File: config.mk
export PLATFORM = sky130hd
export DESIGN_NAME = rms_merge
export DESIGN_NICKNAME = d
export VERILOG_FILES = /design/src/hw/rtl/rms_pkg.sv /design/src/hw/rtl/rms_merge.sv
export SDC_FILE = /design/constraint.sdc
export NUM_CORES = 1
export LEC_CHECK = 0
export ABC_AREA = 1
export BUFFER_PORTS_ARGS = -buffer_cell sky130_fd_sc_hd__buf_2
export CAP_MARGIN = 20
export CORE_ASPECT_RATIO = 0.8
export CORE_MARGIN = 5
export CORE_UTILIZATION = 59
export DETAILED_ROUTE_END_ITERATION = 10
export PLACE_DENSITY = 0.9
export SYNTH_ARGS = -nofsm -noshare
export SYNTH_HDL_FRONTEND = slang
export SYNTH_SLANG_ARGS = --single-unit
export TNS_END_PERCENT = 1
File: constraint.sdc
create_clock -name vclk -period 35.2
set_input_delay 7.04 -clock vclk [all_inputs]
set_output_delay 7.04 -clock vclk [all_outputs]
set_load 0.02 [all_outputs]
File: src/hw/rtl/rms_pkg.sv
// Shared constants and a helper function for the regret-matching sampler.
`timescale 1ns / 1ps

package rms_pkg;

    // Number of action fields carried by one item
    localparam int FIELDS = 7;

    // Default sizing of the block
    localparam int NUM_ACTIONS_DEF = 7;
    localparam int FRAC_BITS_DEF   = 16;
    localparam int REGRET_BITS_DEF = 32;

    // Width of the allowed-action count
    localparam int CNT_W = 4;

    // Widest uniform probability word (FRAC_BITS at most 24, plus one)
    localparam int UNI_W = 25;

    // Reported when no action is selected
    localparam logic [2:0] NO_ACTION = 3'd7;

    // floor(2^fb / cnt) for the uniform fallback; cnt of zero gives zero
    function automatic logic [UNI_W-1:0] uni_prob(input logic [CNT_W-1:0] cnt, input int fb);
        logic [UNI_W-1:0] one;
        logic [UNI_W-1:0] res;
        one = UNI_W'(1) << fb;
        case (cnt)
            4'd1:    res = one;
            4'd2:    res = one >> 1;
            4'd3:    res = one / 3;
            4'd4:    res = one >> 2;
            4'd5:    res = one / 5;
            4'd6:    res = one / 6;
            4'd7:    res = one / 7;
            4'd8:    res = one >> 3;
            default: res = '0;
        endcase
        return res;
    endfunction

endpackage

File: src/hw/rtl/rms_merge.sv
// Merge stage: picks lane quotients or the uniform share, then samples an action.
`timescale 1ns / 1ps

module rms_merge #(
    parameter int PW = rms_pkg::FRAC_BITS_DEF + 1
) (
    input  logic [rms_pkg::FIELDS-1:0] mask,
    input  logic                       zero_sum,
    input  logic [PW-1:0]              uni,
    input  logic [PW-1:0]              quo  [rms_pkg::FIELDS],
    input  logic [PW-2:0]              rnd,
    output logic [PW-1:0]              prob [rms_pkg::FIELDS],
    output logic [2:0]                 chosen
);

    localparam int ACC_W = PW + 3;

    logic [ACC_W-1:0] acc;
    logic             found;

    // Running sum, first allowed action reaching the fraction wins
    always_comb
    begin
        acc    = '0;
        found  = 1'b0;
        chosen = rms_pkg::NO_ACTION;
        for (int a = 0; a < rms_pkg::FIELDS; a++)
        begin
            prob[a] = mask[a] ? (zero_sum ? uni : quo[a]) : '0;
            acc     = acc + ACC_W'(prob[a]);
            if (mask[a] && !found && (ACC_W'(rnd) <= acc))
            begin
                found  = 1'b1;
                chosen = 3'(a);
            end
        end
    end

endmodule

# Yosys cells after proc, flatten, opt, wreduce, memory -nomap -nowiden
# Index checks and enable logic that the tools add are counted.
# W data, S select, Z words.
# word_totals
word_cells	59
inputBits	160
ff_bits	0
# op_classes
mux	27
n_lt_le_gt_ge	7
add_sub_neg	6
n_reduce_logical	19
# ops
cell	n
$mux W17	14
$le A16 B20 Y1	4
$add A20 B17 Y20	3
$mux W3	7
$add A19 B17 Y20	1
$add A18 B17 Y19	1
$le A16 B19 Y1	1
$add A17 B17 Y18	1
$le A16 B18 Y1	1
$le A16 B17 Y1	1
$logic_and A1 B1 Y1	13
$logic_not A1 Y1	6
$mux W1	6

# Depth between registers and ports, before layout
# logic_depth
ltp_word	29
mapped_depth	57
mapped_depth_nobuf	53

# Least setup slack after synthesis
# OpenSTA, ideal clock, no wires.
# synth_timing
kind	input to output
from	in zero_sum
to	out chosen[0]
stages	53
required_time_ns	28.160
path_slack_ns	12.351
n_path_buf	4
arrival_time_ns	15.809
path_cell_list	buf_4 > inv_2 > buf_2 > clkbuf_1 > clkbuf_1 > nand2_1 > a21oi_1 > ha_1 > inv_1 > fa_1 > o21ai_1 > xor2_1 > inv_1 > ha_1 > a21oi_1 > nand2_1 > or2_2 > nand2_1 > [17 not listed] > nand2_1 > nand2_1 > xor2_1 > inv_1 > ha_1 > a21oi_1 > o21ai_0 > a21oi_1 > o21ai_0 > xnor2_1 > ha_1 > nand4_1 > o21bai_1 > a211oi_1 > nand3_2 > nor2_1 > nor2_1 > nor2_1
# synth_lines
element	line	rtl
start: declaration	rms_merge.sv:8	input logic zero_sum,
end: declaration	rms_merge.sv:13	output logic [2:0] chosen

# Worst setup path in the final report
# layout_timing
from	in zero_sum
to	out chosen[0]
# layout_between
elab_chain_cells	29
elab_cells_between_ends	59
# layout_rtl
element	line	rtl
branches (longest 28 deep; another with $add A19 B17 Y20)	-	
$mux W3 *	rms_merge.sv:31	if (mask[a] && !found && (ACC_W'(rnd) <= acc))
# Mark *: on every way between the ends.

==> results.toml <==
[outcome]
status = "finished, final reports clean"

[setup_path]
cp_data_required_time_ns = 28.16
start_kind = "input port"
crit_buf_inv = 7
path_depth = 45
slowest_stage = "clkinv_2"
max_stage_delay_ns = 0.54
path_delay_family = "adder cells"
critical_path_class = "in2out"
cp-end-kind = "output pin"
arrival_ns = 16.88
path_max_fanout = 45

[finish]
final_cell_mix = "nand2_1, buf_2, a21oi_1"
drive_gt1_frac = 0.2029
regArea_um2 = 0
seq_cells = 0
fin_area_um2 = 10710
layout_commonest_cell = "nand2_1"
area_delta_synth_final_pct = 17.61
fin_nets = 2125
antenna_cells = 0
filler_cell_count = 1339
num-clock-buffers = 0

[floorplan]
die_area_um2 = 18030
rows = 40
design.core.area_um2 = 15060
start_util = 0.6043
dieWidth_um = 148.9
die_y_um = 121.1
ios = 282

[hold_path]
hp-start = "mask[3]"
min_to = "chosen[2]"
min_path_type = "in2out"
whs_path_depth = 3

[routing]
drc = 0
first_iter_violations = 1047
vias = 11160
wl_per_cell_um = 16.37
dr.pass1.iters = 6
finalWirelength_um = 32010
drtAntennaViolNets = 0
via_per_inst = 5.706

[place]
place_ws_ns = 11.66
placedInstanceArea_um2 = 10710
hpwl_um = 28350
portBuffers = 282
gp_congestion = 1.015

[global_routing]
grt.total_usage = 0.3373
antenna_found_initial = 0
grt_start_max_net_pins = 76
grt_pass1_vias = 10250
grt_pass1_wl_um = 50510
globalRouteOverflowTotal = 0

[synthesis]
synth_cells = 1483
synth_cell_types = 59
synth_fp_nets = 1861
yosysWarnings = 0
syn_avg_cell_area_um2 = 6.139
yosysTopAreaCellShare = 0.2914
ys_seq_area_frac = 0
yosysTopAreaCell = "ha_1"
synthesis.area_um2 = 9104
synth.area.top_cells = "ha_1, nand2_1, a21oi_1, inv_1, xor2_1"

[timing]
slew_headroom = 0.5294
hold_viol_final = 0
rsz0062_at_grt = "no"
worst_pin_slew_ns = 0.7059
fin_crit_sh = 0.6796
setup_viol = 0
fin_setup_tns_ns = 0
min_period_ns = 23.92
finalMaxSlewViolations = 0
setup_ws_ns = 11.28
fmax_mhz = 41.80

[clock_network]
postCtsSetupRepairBufs = 0
ctsResizeCount = 0
cts_hold_buf = 0

[power_and_ir_drop]
leakagePower_nw = 6.294
ir_drop_uv = 101.9
powerDensity_nw_per_um2 = 86.83

[job]
cap_violations = 0
[synth_stat cells, drive strengths merged, types with 5 or more instances]
cell type and number:
xnor2 18, nor3 12, nor2 71, nand2 385, a21oi 254, ha 212, o31ai 8, buf 5
a211oi 11, clkbuf 17, a31oi 6, inv 214, o21bai 12, fa 6, o21ai 50, xor2 68
o211ai 9, nand3 59, nand4 25, clkinv 7, a21o 5
[where the power goes]
| part | leakage, nW | internal [mW] | switching [mW] |
|---|---|---|---|
| Combinational | 6.29 | 0.357 | 0.573 |
| Sequential | 0 | 0 | 0 |
| Clock | 0 | 0 | 0 |
[cell families after synthesis]
family,synth area share
AND/OR/NAND/NOR,0.2732
AO/OA/AOI/OAI,0.2387
buffers and inverters,0.1007
adder cells (fa/ha/maj),0.3046
XOR/XNOR,0.08274
[final cells by class]
cell class                 count  area, um^2  area share
multi-input combinational   1240        8187      0.7646
tap                          210       262.8     0.02454
inverter                     221       830.8     0.07760
timing repair buffer         284        1426      0.1332
[worst min-delay path, cell delays in order]
cell     delay [ns]
buf_2          0.10
a21oi_2        0.06
buf_2          0.15
[stage by stage]
| step | power [mW] | hold WS (ns) | std cells | utilization |
|---|---|---|---|---|
| after detailed placement | 0.9028 | 14.39 | 1955 | 0.7107 |
| after CTS | 0.9089 | 14.39 | 1955 | 0.7107 |
| final | 0.9297 | 14.39 | 1955 | 0.7107 |
| after floorplan | 0.7045 | 14.16 | 1483 | - |
| after global routing | 1.055 | 14.41 | 1955 | 0.7107 |
| after global placement | 0.8661 | 14.39 | 1955 | 0.7107 |
[metal layers]
layer / global-route usage / share of wire / routed length (um)
met1: 0.4709 / 0.45 / 14290
met2: 0.5352 / 0.42 / 13380
met3: 0.06609 / 0.11 / 3538
met4: 0.07833 / 0.025 / 800
met5: 0 / 0 / 0
[how the worst max path moves through the flow]
stage                   from   endpoint  slack (ns)
floorplan           zero_sum  chosen[0]       12.35
global route        zero_sum  chosen[0]       10.51
global placement    zero_sum  chosen[0]       11.69
detailed placement  zero_sum  chosen[0]       11.66
CTS                 zero_sum  chosen[0]       11.60
finish              zero_sum  chosen[0]       11.28
No activity file was read; power rests on OpenSTA's default activity.
