--- src/hw/rtl/rms_pkg.sv ---
// Shared constants and a helper function for the regret-matching sampler.
`timescale 1ns / 1ps

package rms_pkg;

    // Number of action fields carried by one item
    localparam int FIELDS = 7;

    // Default sizing of the block
    localparam int NUM_ACTIONS_DEF = 7;
    localparam int FRAC_BITS_DEF   = 16;
    localparam int REGRET_BITS_DEF = 32;

    // Width of the allowed-action count
    localparam int CNT_W = 4;

    // Widest uniform probability word (FRAC_BITS at most 24, plus one)
    localparam int UNI_W = 25;

    // Reported when no action is selected
    localparam logic [2:0] NO_ACTION = 3'd7;

    // floor(2^fb / cnt) for the uniform fallback; cnt of zero gives zero
    function automatic logic [UNI_W-1:0] uni_prob(input logic [CNT_W-1:0] cnt, input int fb);
        logic [UNI_W-1:0] one;
        logic [UNI_W-1:0] res;
        one = UNI_W'(1) << fb;
        case (cnt)
            4'd1:    res = one;
            4'd2:    res = one >> 1;
            4'd3:    res = one / 3;
            4'd4:    res = one >> 2;
            4'd5:    res = one / 5;
            4'd6:    res = one / 6;
            4'd7:    res = one / 7;
            4'd8:    res = one >> 3;
            default: res = '0;
        endcase
        return res;
    endfunction

endpackage

--- src/hw/rtl/rms_lane.sv ---
// One divider lane: pipelined restoring division, one quotient bit per stage.
`timescale 1ns / 1ps

module rms_lane #(
    parameter int SUM_W = rms_pkg::REGRET_BITS_DEF + 2,
    parameter int QB    = rms_pkg::FRAC_BITS_DEF + 1
) (
    input  logic             clk,
    input  logic             en,
    input  logic [SUM_W-1:0] num,
    input  logic [SUM_W-1:0] den,
    output logic [QB-1:0]    quo
);

    logic [SUM_W-1:0] rem_reg [QB];
    logic [SUM_W-1:0] den_reg [QB];
    logic [QB-1:0]    q_reg   [QB];

    genvar k;
    generate
        for (k = 0; k < QB; k++) begin : g_stage
            logic [SUM_W:0]   in_rem;
            logic [SUM_W-1:0] in_den;
            logic [QB-1:0]    in_q;
            logic             ge;
            logic [SUM_W:0]   diff;

            // First stage takes the numerator, later ones the shifted remainder
            if (k == 0) begin : g_first
                assign in_rem = {1'b0, num};
                assign in_den = den;
                assign in_q   = '0;
            end else begin : g_next
                assign in_rem = {rem_reg[k-1], 1'b0};
                assign in_den = den_reg[k-1];
                assign in_q   = q_reg[k-1];
            end

            assign ge   = in_rem >= {1'b0, in_den};
            assign diff = in_rem - {1'b0, in_den};

            // Payload only, no reset
            always_ff @(posedge clk)
            begin
                if (en)
                begin
                    rem_reg[k] <= ge ? diff[SUM_W-1:0] : in_rem[SUM_W-1:0];
                    den_reg[k] <= in_den;
                    q_reg[k]   <= {in_q[QB-2:0], ge};
                end
            end
        end
    endgenerate

    assign quo = q_reg[QB-1];

endmodule

--- config.mk ---
export PLATFORM = sky130hd
export DESIGN_NAME = rms_lane
export DESIGN_NICKNAME = d
export VERILOG_FILES = /design/src/hw/rtl/rms_pkg.sv /design/src/hw/rtl/rms_lane.sv
export SDC_FILE = /design/constraint.sdc
export NUM_CORES = 2
export LEC_CHECK = 0
export BUFFER_PORTS_ARGS = -buffer_cell sky130_fd_sc_hd__buf_2
export CAP_MARGIN = 30
export CORE_ASPECT_RATIO = 2
export CORE_MARGIN = 5
export CORE_UTILIZATION = 30
export CTS_BUF_LIST = sky130_fd_sc_hd__clkbuf_4 sky130_fd_sc_hd__clkbuf_8
export DETAILED_ROUTE_END_ITERATION = 16
export HOLD_SLACK_MARGIN = 0.02
export PLACE_DENSITY = 0.52
export REMOVE_ABC_BUFFERS = 1
export SLEW_MARGIN = 10
export SYNTH_ARGS = -nofsm -noshare
export SYNTH_HDL_FRONTEND = slang
export SYNTH_SLANG_ARGS = --single-unit
--- constraint.sdc ---
create_clock -name clk -period 4.55 [get_ports clk]
set_clock_uncertainty 0.1 [all_clocks]
set_input_delay 0.6825 -clock clk [delete_from_list [all_inputs] [get_ports clk]]
set_output_delay 0.6825 -clock clk [all_outputs]
set_load 0.02 [all_outputs]
# After elaboration in Yosys (flattened, before gate mapping)
# Memory sizes are Yosys's and may differ from the RTL's.
# Cells that the tools add are included.
[classes]
add_sub_neg = 17
muxes = 19
order_cmp = 17
[ops]
columns = ["cell", "n"]
rows = [
  ["two-way mux 34 bit", 17],
  ["subtractor 34 bit", 17],
  ["greater-or-equal comparator 35 x 34 -> 1 bit", 16],
  ["greater-or-equal comparator 34 bit", 1],
  ["two-way mux 1 bit", 2],
]
[totals]
register_bits = 0
memories = 3
wordCells = 56
input_bits = 70
mem_bits_rw = 1445
[mem_list]
columns = ["name", "words", "width", "rd", "rd_clocked_by_memory_dff", "wr", "line_no", "source"]
rows = [
  ["den_reg", 17, 34, 16, 0, 17, "rms_lane.sv:16", "logic [SUM_W-1:0] den_reg [QB];"],
  ["rem_reg", 17, 34, 16, 0, 17, "rms_lane.sv:15", "logic [SUM_W-1:0] rem_reg [QB];"],
  ["q_reg", 17, 17, 17, 0, 17, "rms_lane.sv:17", "logic [QB-1:0] q_reg [QB];"],
]

# Depth between registers and ports, before layout
# An unclocked memory read counts as a cell.
[logic_depth]
depth_word = 3
mapped_depth = 16

# Least setup slack after synthesis
# OpenSTA, ideal clock, no wires.
[synth_path]
path_type = "input to register"
from = "input num[0]"
to = "memory rem_reg[0][13] (netlist bit), data pin"
arrival_time_ns = 3.408
slack_ns = 0.782
path_stages = 15
path_buffers = 2
setup_time_ns = 0.260
path_cell_list = "inv_1 -> ha_1 -> inv_1 -> fa_1 -> a211oi_1 -> o21bai_1 -> a21o_1 -> a221oi_2 -> a21oi_1 -> o41ai_2 -> o31ai_1 -> a21o_1 -> buf_6 -> buf_6 -> mux2_2"
[synth_lines]
columns = ["item", "line_no", "source"]
rows = [
  ["start, declared", "rms_lane.sv:10", "input logic [SUM_W-1:0] num,"],
  ["end, declared", "rms_lane.sv:15", ""],
]

==> metrics.cfg <==
[global_route]
grt_busiest_layer=met2
antenna_found_initial=7
grt_max_degree=126
grtUsageMet1_pct=9.73
gr-total-overflow=0
grt_use_total_pct=14.8
grt_pass1_wl_microns=295000
gr-usage-met2_pct=33.9
met3_usage_pct=1.62
grt_pass1_vias=55300

[drt]
first_pass_iters=5
route.vias.total=51200
drtIter0Drc=1779
drcViolationCount=0
ant_nets=0
viasPerCell=4.87
detail_route.wl_per_cell_microns=18.6
routed_wl_microns=195000

[power]
power.density_nw_per_um2=692
p_leak_uw=0.0348
total_power_uw=58200
peakVddDrop_mv=0.416

[floorplan]
core-area_sq_um=245000
ioPinCount=87
die_w_microns=360
dieArea_sq_um=256000
row_count=257
dieHeight_microns=711
start_util_pct=30.1

[sta]
holdWs_ns=0.120
rsz0062_at_grt=false
tightestPinTransition_ns=0.955
max_freq_mhz=231
final-setup-viol-count=0
fin_crit_ns=4.33
finalHoldViolCount=0
relSlewSlack_pct=35.8
worst_slack_ns=0.216
period_share_pct=95.3
timing.final.max_slew_violations=0

[logic_synthesis]
ys_types=98
synth_area_per_cell_sq_um=11.0
syn_inst=6695
synth_warnings=0
yosysSeqAreaShare_pct=50.6
synth_flop_cell=edfxtp_1
synth_edf_count=1241
synth_area_sq_um=73700
synthArstFlopShare_pct=0
ys_seq_elements=1241

[finish]
nets=7786
syn2layout_area_growth_pct=14.2
post-route-util_pct=34.4
fill_cells=24400
fin_cells=10500
drive_gt1_share_pct=12.9

[critical_path]
crit_type=flop to flop
r2r_cells=12
critPathArrivalTime_ns=4.89
path_delay_family=compound AO/OA/AOI/OAI gates
endpoint_kind=flop
path_cells=fa_1 > nand3_1 > a21oi_1 > o31ai_1 > nand4_1 > and2_1 > a2111oi_0 > buf_4 > nor2b_1 > o21a_1 > o41a_1 > a31oi_1
slowest_delay_ns=0.84
crit_path_start_kind=flop
cpMaxStageDelayCell=a2111oi_0
crit_required_ns=5.11
cp.depth=12
critPathBufInv=1
crit_path_max_fanout=3

[placement]
place_inst=10100
io_buffers=86
dp_hpwl_microns=157000
place_congestion=0.912
dp_slack_ns=0.206

[clock_tree]
path_clk_slew_ns=0.07
htreeDepth=4
cts_buffers=202
cts-root-buf=clkbuf_8
cts_tree=yes
clock_sinks=1241
post_cts_buffers=0
clockBufferDepth=4
clkLatencyLatePin_ns=0.93

[job]
maxCapViolCount=0

[worst_hold_path]
min_path_type=primary input to flop
hold_path_depth=1

[run_status]
status=complete, no violations

==> area by class of cell <==
class / instances / area (sq um) / share of cell area [%]
Clock inverter: 91 / 551 / 0.654
Antenna cell: 6 / 15.0 / 0.0178
Inverter: 737 / 2770 / 3.29
Sequential cell: 1241 / 37300 / 44.3
Multi-Input combinational cell: 4556 / 33000 / 39.2
Clock buffer: 259 / 3230 / 3.83
Timing Repair Buffer: 385 / 3250 / 3.86
Tap cell: 3237 / 4050 / 4.81
==> cell families after synthesis <==
group / count (synthesis) / synth area share, %
simple gates: 1399 / 9.09
compound gates: 1854 / 15.9
flops: 1241 / 50.6
mux: 255 / 4.02
buf+inv: 898 / 4.74
xor+xnor: 455 / 5.41
fa+ha+maj: 593 / 10.2
==> stage by stage <==
stage | setup TNS [ns] | instance area [sq um]
after floorplan | -74.59 | 72900
after global placement | 0 | 79700
after detailed placement | 0 | 79700
after CTS | 0 | 84100
after global routing | 0 | 84100
final | 0 | 84100
==> worst reg2reg max path: stages, from the launching register on <==
cell and delay [ns]:
edfxtp_1 0.44, fa_1 0.49, nand3_1 0.14, a21oi_1 0.12
o31ai_1 0.43, nand4_1 0.15, and2_1 0.30, a2111oi_0 0.85
buf_4 0.23, nor2b_1 0.06, o21a_1 0.19, o41a_1 0.30
a31oi_1 0.27
==> routing by layer <==
| layer | wire length, microns | vias up |
|---|---|---|
| met3 | 4370 | 635 |
| met1 | 51400 | 24300 |
| met2 | 123000 | 920 |
| met5 | 0 | - |
| li1 | - | 25300 |
| met4 | 16800 | 0 |
==> timing repair <==
action | in CTS | in global routing
gates resized for setup | 0 | 2
hold buffers | 68 | 0
hold endpoints to repair | 68 | 0
setup endpoints to repair | 0 | 3
==> layout by cell type, fill, tap and decap left out, drive strengths merged, types with 73 or more instances in the layout <==
master and n:
a21o 310, a21oi 658, buf 317, clkbuf 259
clkinv 81, edfxtp 1241, ha 577, inv 739
mux2 245, nand2 378, nand3 83, nand4 96
nor2 438, nor2b 73, o21ai 369, o21bai 84
xnor2 284, xor2 171
==> worst paths after layout <==
path              startpoint               to  slack (ns)
max reg2reg  rem_reg[0][306]  rem_reg[0][372]        0.22
min reg2reg    q_reg[0][197]    q_reg[0][215]        0.25
min                       en  rem_reg[0][512]        0.12
max          rem_reg[0][306]  rem_reg[0][372]        0.22
==> cell usage after synthesis, types with 100 or more instances <==
cell	n	area [sq um]
ha_1	577	7220
xor2_1	171	1500
xnor2_1	284	2490
nor2_1	436	1640
nand2_1	377	1420
a21oi_1	654	3270
o21ai_0	357	1790
a21o_1	310	2330
mux2_2	217	2440
edfxtp_1	1241	37300
inv_1	736	2760
clkbuf_1	100	375
==> where the power goes <==
part / internal, uW / total [uW] / switching (uW)
sequential: 17200 / 18800 / 1620
combinational: 13200 / 30000 / 16800
clock: 4940 / 9370 / 4430
total: 35400 / 58200 / 22800
(Power assumes the default switching activity.)
